File: src/hdl/sact_pkg.sv
// ----------------------------------------------------------------------------
// Set-associative tag store package
// Shared types and codes for the tag store controller and datapath.
// ----------------------------------------------------------------------------
package sact_pkg;

	typedef enum logic [1:0] {
		FUNC_LOOKUP = 2'd0,
		FUNC_FILL   = 2'd1,
		FUNC_CLEAR  = 2'd2,
		FUNC_NONE   = 2'd3
	} func_t;

	typedef enum logic [1:0] {
		POL_FIFO = 2'd0,
		POL_LRU  = 2'd1,
		POL_LFU  = 2'd2,
		POL_NONE = 2'd3
	} policy_t;

	typedef enum logic [3:0] {
		ST_IDLE = 4'b0001,
		ST_READ = 4'b0010,
		ST_EXEC = 4'b0100,
		ST_OUT  = 4'b1000
	} state_t;

	typedef struct packed {
		logic capture;
		logic execute;
	} cmd_t;

endpackage

File: src/hdl/sact_ctrl.sv
// ----------------------------------------------------------------------------
// Tag store controller
// Sequences capture, set read, execute and result hand-off.
// ----------------------------------------------------------------------------
module sact_ctrl (
	input  logic          clk,
	input  logic          arst_n,
	input  logic          in_valid,
	output logic          in_stall,
	output logic          out_valid,
	input  logic          out_stall,
	output sact_pkg::cmd_t cmd
);

	sact_pkg::state_t state_q;

	assign in_stall      = (state_q != sact_pkg::ST_IDLE);
	assign out_valid     = (state_q == sact_pkg::ST_OUT);
	assign cmd.capture   = (state_q == sact_pkg::ST_IDLE) && in_valid;
	assign cmd.execute   = (state_q == sact_pkg::ST_EXEC);

	always_ff @(posedge clk or negedge arst_n) begin
		if (!arst_n) begin
			state_q <= sact_pkg::ST_IDLE;
		end else begin
			case (state_q)
				sact_pkg::ST_IDLE: if (in_valid) state_q <= sact_pkg::ST_READ;
				sact_pkg::ST_READ: state_q <= sact_pkg::ST_EXEC;
				sact_pkg::ST_EXEC: state_q <= sact_pkg::ST_OUT;
				sact_pkg::ST_OUT:  if (!out_stall) state_q <= sact_pkg::ST_IDLE;
				default:           state_q <= sact_pkg::ST_IDLE;
			endcase
		end
	end

endmodule

File: config.mk
export PLATFORM = sky130hd
export DESIGN_NAME = sact_ctrl
export DESIGN_NICKNAME = d
export VERILOG_FILES = /design/src/hdl/sact_pkg.sv /design/src/hdl/sact_ctrl.sv
export SDC_FILE = /design/constraint.sdc
export NUM_CORES = 1
export LEC_CHECK = 0
export ABC_AREA = 1
export BUFFER_PORTS_ARGS = -buffer_cell sky130_fd_sc_hd__buf_2
export CORE_AREA = 10 10 47 49
export DETAILED_ROUTE_END_ITERATION = 10
export DIE_AREA = 0 0 57 59
export SLEW_MARGIN = 10
export SYNTH_ARGS = -nofsm -noshare
export SYNTH_HDL_FRONTEND = slang
export SYNTH_SLANG_ARGS = --single-unit
File: constraint.sdc
create_clock -name clk -period 0.9 [get_ports clk]
set_input_delay 0.18 -clock clk [delete_from_list [all_inputs] [get_ports clk]]
set_output_delay 0.18 -clock clk [all_outputs]
set_load 0.05 [all_outputs]
Word level (Yosys, flattened, before mapping)
Index checks and enable logic that the tools add are counted.
{"block": "op_classes", "order_cmp": 0, "muxes": 3, "div_mod_pow": 0, "n_bitwise": 0, "mul": 0, "shifts": 0, "reduce_logical": 2, "n_addsub": 0, "eq_ne": 7}
{"cell": "$pmux W4 S4", "n": 1}
{"cell": "$mux W4", "n": 2}
{"cell": "$eq A4 B1 Y1 const B", "n": 1}
{"cell": "$eq A4 B2 Y1 const B", "n": 1}
{"cell": "$eq A4 B3 Y1 const B", "n": 1}
{"cell": "$eq A4 B4 Y1 const B", "n": 1}
{"cell": "$ne A2 B2 Y1 const B", "n": 2}
{"cell": "$ne A4 B1 Y1 const B", "n": 1}
{"cell": "$reduce_and A2 Y1", "n": 1}
{"cell": "$logic_and A1 B1 Y1", "n": 1}
{"block": "totals", "romBits": 0, "memories": 0, "input_bits": 4, "reg_bits": 4, "ram_bits": 0, "latch_bits": 0, "output_inout_bits": 4, "elab_cells": 13}

Depth between registers and ports, before layout
{"block": "depth", "depth_word": 3, "mapped_depth": 5, "mapped_depth_nobuf": 5}

Worst setup path after synthesis
OpenSTA, ideal clock, no wires.
{"block": "synth_path", "path_type": "reg-to-output", "startpoint": "reg state_q[0]", "endpoint": "out cmd[1] in the netlist's numbering", "t_arrival_ps": 1583, "stages_incl_launch_ff": 5, "path_buffers": 0, "required_time_ps": 720, "path_slack_ps": -863, "path_cell_list": "dfstp_2 -> inv_1 -> nor2_2 -> nand2_2 -> nor2_1"}
{"item": "start: declaration", "line_no": "sact_ctrl.sv:15", "rtl": "sact_pkg::state_t state_q;"}
{"item": "start signal: assignment", "line_no": "sact_ctrl.sv:24", "rtl": "state_q <= sact_pkg::ST_IDLE;"}
{"item": "start signal: assignment", "line_no": "sact_ctrl.sv:27", "rtl": "sact_pkg::ST_IDLE: if (in_valid) state_q <= sact_pkg::ST_READ;"}
{"item": "start signal: assignment", "line_no": "sact_ctrl.sv:28", "rtl": "sact_pkg::ST_READ: state_q <= sact_pkg::ST_EXEC;"}
{"item": "end: declaration", "line_no": "sact_ctrl.sv:12", "rtl": "output sact_pkg::cmd_t cmd"}

==> run summary <==
Clock share of power - 0.156
CTS tree - yes
Max FO, Critical Path - 3
WHS - 0.252 ns
CTS Sinks - 4
Die X - 57 um
Largest registers - state_q: 4 flops
Rows - 14
HP Class - in -> reg
Syn. warnings - 0
GRT Total Usage - 0.0372
H-tree depth - 1
Final HPWL DP - 460 um
First drt pass iteration count - 2
Internal power - 860 uW
Syn avg cell area - 7.37 um2
Initial DRC Count - 2
Switch share - 0.440
Peak VDD IR - 1090 uV
Max reg flops - 4
Fill cells - 163
Post-route ant nets - 0
Post-DR wirelength/cell - 9.35 um
Reg with most FFs - state_q
Worst-case clock buffer depth - 2
Antenna violations before repair - 0
Slowest cell on the critical path - dfstp_2
Critical path's top delay family - flip-flops
Most frequent CP cell - nor2_4
Yosys cell types - 10
Post-synthesis sequential area ratio - 0.491
Reg-to-reg startpoint - state_q[0]
Worst skew pair latency - 0.23 ns
Grt ovf - 0
RSZ-0062 raised after global routing - true
Rel. slew slack - 0.834
Max Cap Viol - 0
Mapped Area - 206 um2
Antenna cells - 0
Switching pwr - 675 uW
Nets@finish - 54
DRC viols - 0
Setup crit start kind - flip-flop
Floorplan Core Area - 1400 um2
# setup viols final - 8
Worst path max stage delay - 0.54 ns
DR vias/cell - 3.82
Seq cells post-synth - 4
Worst slew pin tran - 0.250 ns
Number of port buffers - 7
Total Wirelength - 608 um
Layout cells sized above 1 - 0.653
Final Slew Violations - 0
Vias - 248
PD cells - 3530 nW/um2
Mapped Cells - 28
Final-report hold violation count - 0
Number of global-route vias before repair - 244
Syn Nets - 32
Setup crit end kind - output port
Clk slew on worst S/H paths - 0.04 ns
Static Leak - 0.000215 uW
Worst EP arrival - 1.22 ns
Start point of the critical path - state_q[0]
Fmax - 713 MHz
Routability congestion estimate - 0.689
IO Pins - 8
Largest net degree at the start of global routing - 5
Register area - 101 um2
Clk_skew - 0.00741 ns
Status - finished with violations
Flop pwr share - 0.200
Worst Slack Setup Final - -0.502 ns
Area of the multi-input gates - 115 um2
Final min period - 1.40 ns
First-pass GRT wire length - 897 um
CTS buffer count - 3
Critical path required time - 0.72 ns
DP Worst Slack - -0.397 ns
Clock root cell - clkbuf_4
Die height - 59 um
Initial Util - 0.147
WS Path Type - reg -> out
Worst-path cell chain - inv_2 -> nor2_4 -> nand2_4 -> nor2_4 -> buf_6
Crit share post-route - 1.56
Worst hold start - out_stall
Logic gate share of total power - 0.643
Crit path buffers/inverters - 2
Area Overhead vs Synth - 111%
Failing checks - negative setup slack
Full die area - 3360 um2
[cell families after synthesis]
logic type | after synthesis | synth area share
AND/OR/NAND/NOR | 13 | 0.297
AO/OA/AOI/OAI | 2 | 0.0484
buffers and inverters | 9 | 0.164
flip-flops | 4 | 0.491
[cell usage after synthesis (all sizes together)]
master	n	area (um2)
a21oi	1	5.00
dfrtp	3	75.1
dfstp	1	26.3
inv	9	33.8
nand2	2	10.0
nand3	4	20.0
nor2	7	31.3
o21ai	1	5.00
[power by group through the flow]
| stage | logic [uW] | registers [uW] | clock network, uW |
|---|---|---|---|
| 2_1_floorplan | 525 | 311 | 0 |
| 3_3_place_gp | 764 | 300 | 0 |
| 3_5_place_dp | 773 | 303 | 0 |
| 4_1_cts | 906 | 309 | 254 |
| 5_1_grt | 1060 | 314 | 279 |
| 6_report | 988 | 308 | 240 |
[routing by layer]
layer,GRT usage,routed length (um)
met4,0.0403,0
met5,0,0
met1,0.0275,230
met3,0.0365,78
met2,0.0527,298
[worst paths after layout]
path / depth (start not counted) / endpoint / slack (ns)
worst min register to register: 4 / state_q[0] / 0.61
min in group asynchronous: 2 / state_q[3] / 0.27
max in group asynchronous: 2 / state_q[0] / 0.41
worst max register to register: 8 / state_q[0] / -0.42
worst max-delay path: 5 / cmd[1] / -0.50
worst min-delay path: 3 / state_q[3] / 0.25
[area by class of cell]
cell class	count	share of cell area
flip-flops and latches	4	0.233
inverters	9	0.0948
repair buffers	17	0.302
well taps	16	0.0460
clock buffers	4	0.0603
multi-input cells	15	0.264
[worst register-to-register path, cell delays in order (launching register included)]
cell and delay (ns):
dfstp_2 0.54, inv_2 0.04, nor2_4 0.10, nand2_4 0.07
buf_4 0.13, buf_4 0.12, buf_4 0.13, nand3_2 0.07
a21oi_2 0.05
[what timing repair did]
action | CTS | global route
resized for setup | 10 | 1
endpoints found under the setup margin | 8 | 8
buffers inserted | 1 | 2
hold buffers | 1 | 0
gates cloned | 0 | 0
pin swaps | 2 | 1
endpoints found under the hold margin | 4 | 0
[placed cells by master, fill, tap and decap left out, drive strengths merged]
cell and instances:
nand2 2, clkbuf 4, dfrtp 3, nor2 7, clkinvlp 2, buf 16
o21ai 1, dfstp 1, dlygate4sd3 1, a21oi 1, inv 7, nand3 4
[metrics by stage]
stage / area (um2) / setup TNS (ns) / instances / total power (uW) / util
2_1_floorplan: 236 / -1.32 / 28 / 836 / -
3_3_place_gp: 337 / -1.83 / 57 / 1060 / 0.240
3_5_place_dp: 337 / -1.89 / 57 / 1080 / 0.240
4_1_cts: 418 / -2.72 / 63 / 1470 / 0.298
5_1_grt: 435 / -3.42 / 65 / 1650 / 0.311
6_report: 435 / -2.92 / 65 / 1540 / 0.311
Note: power is estimated with default switching activity, not from simulation.
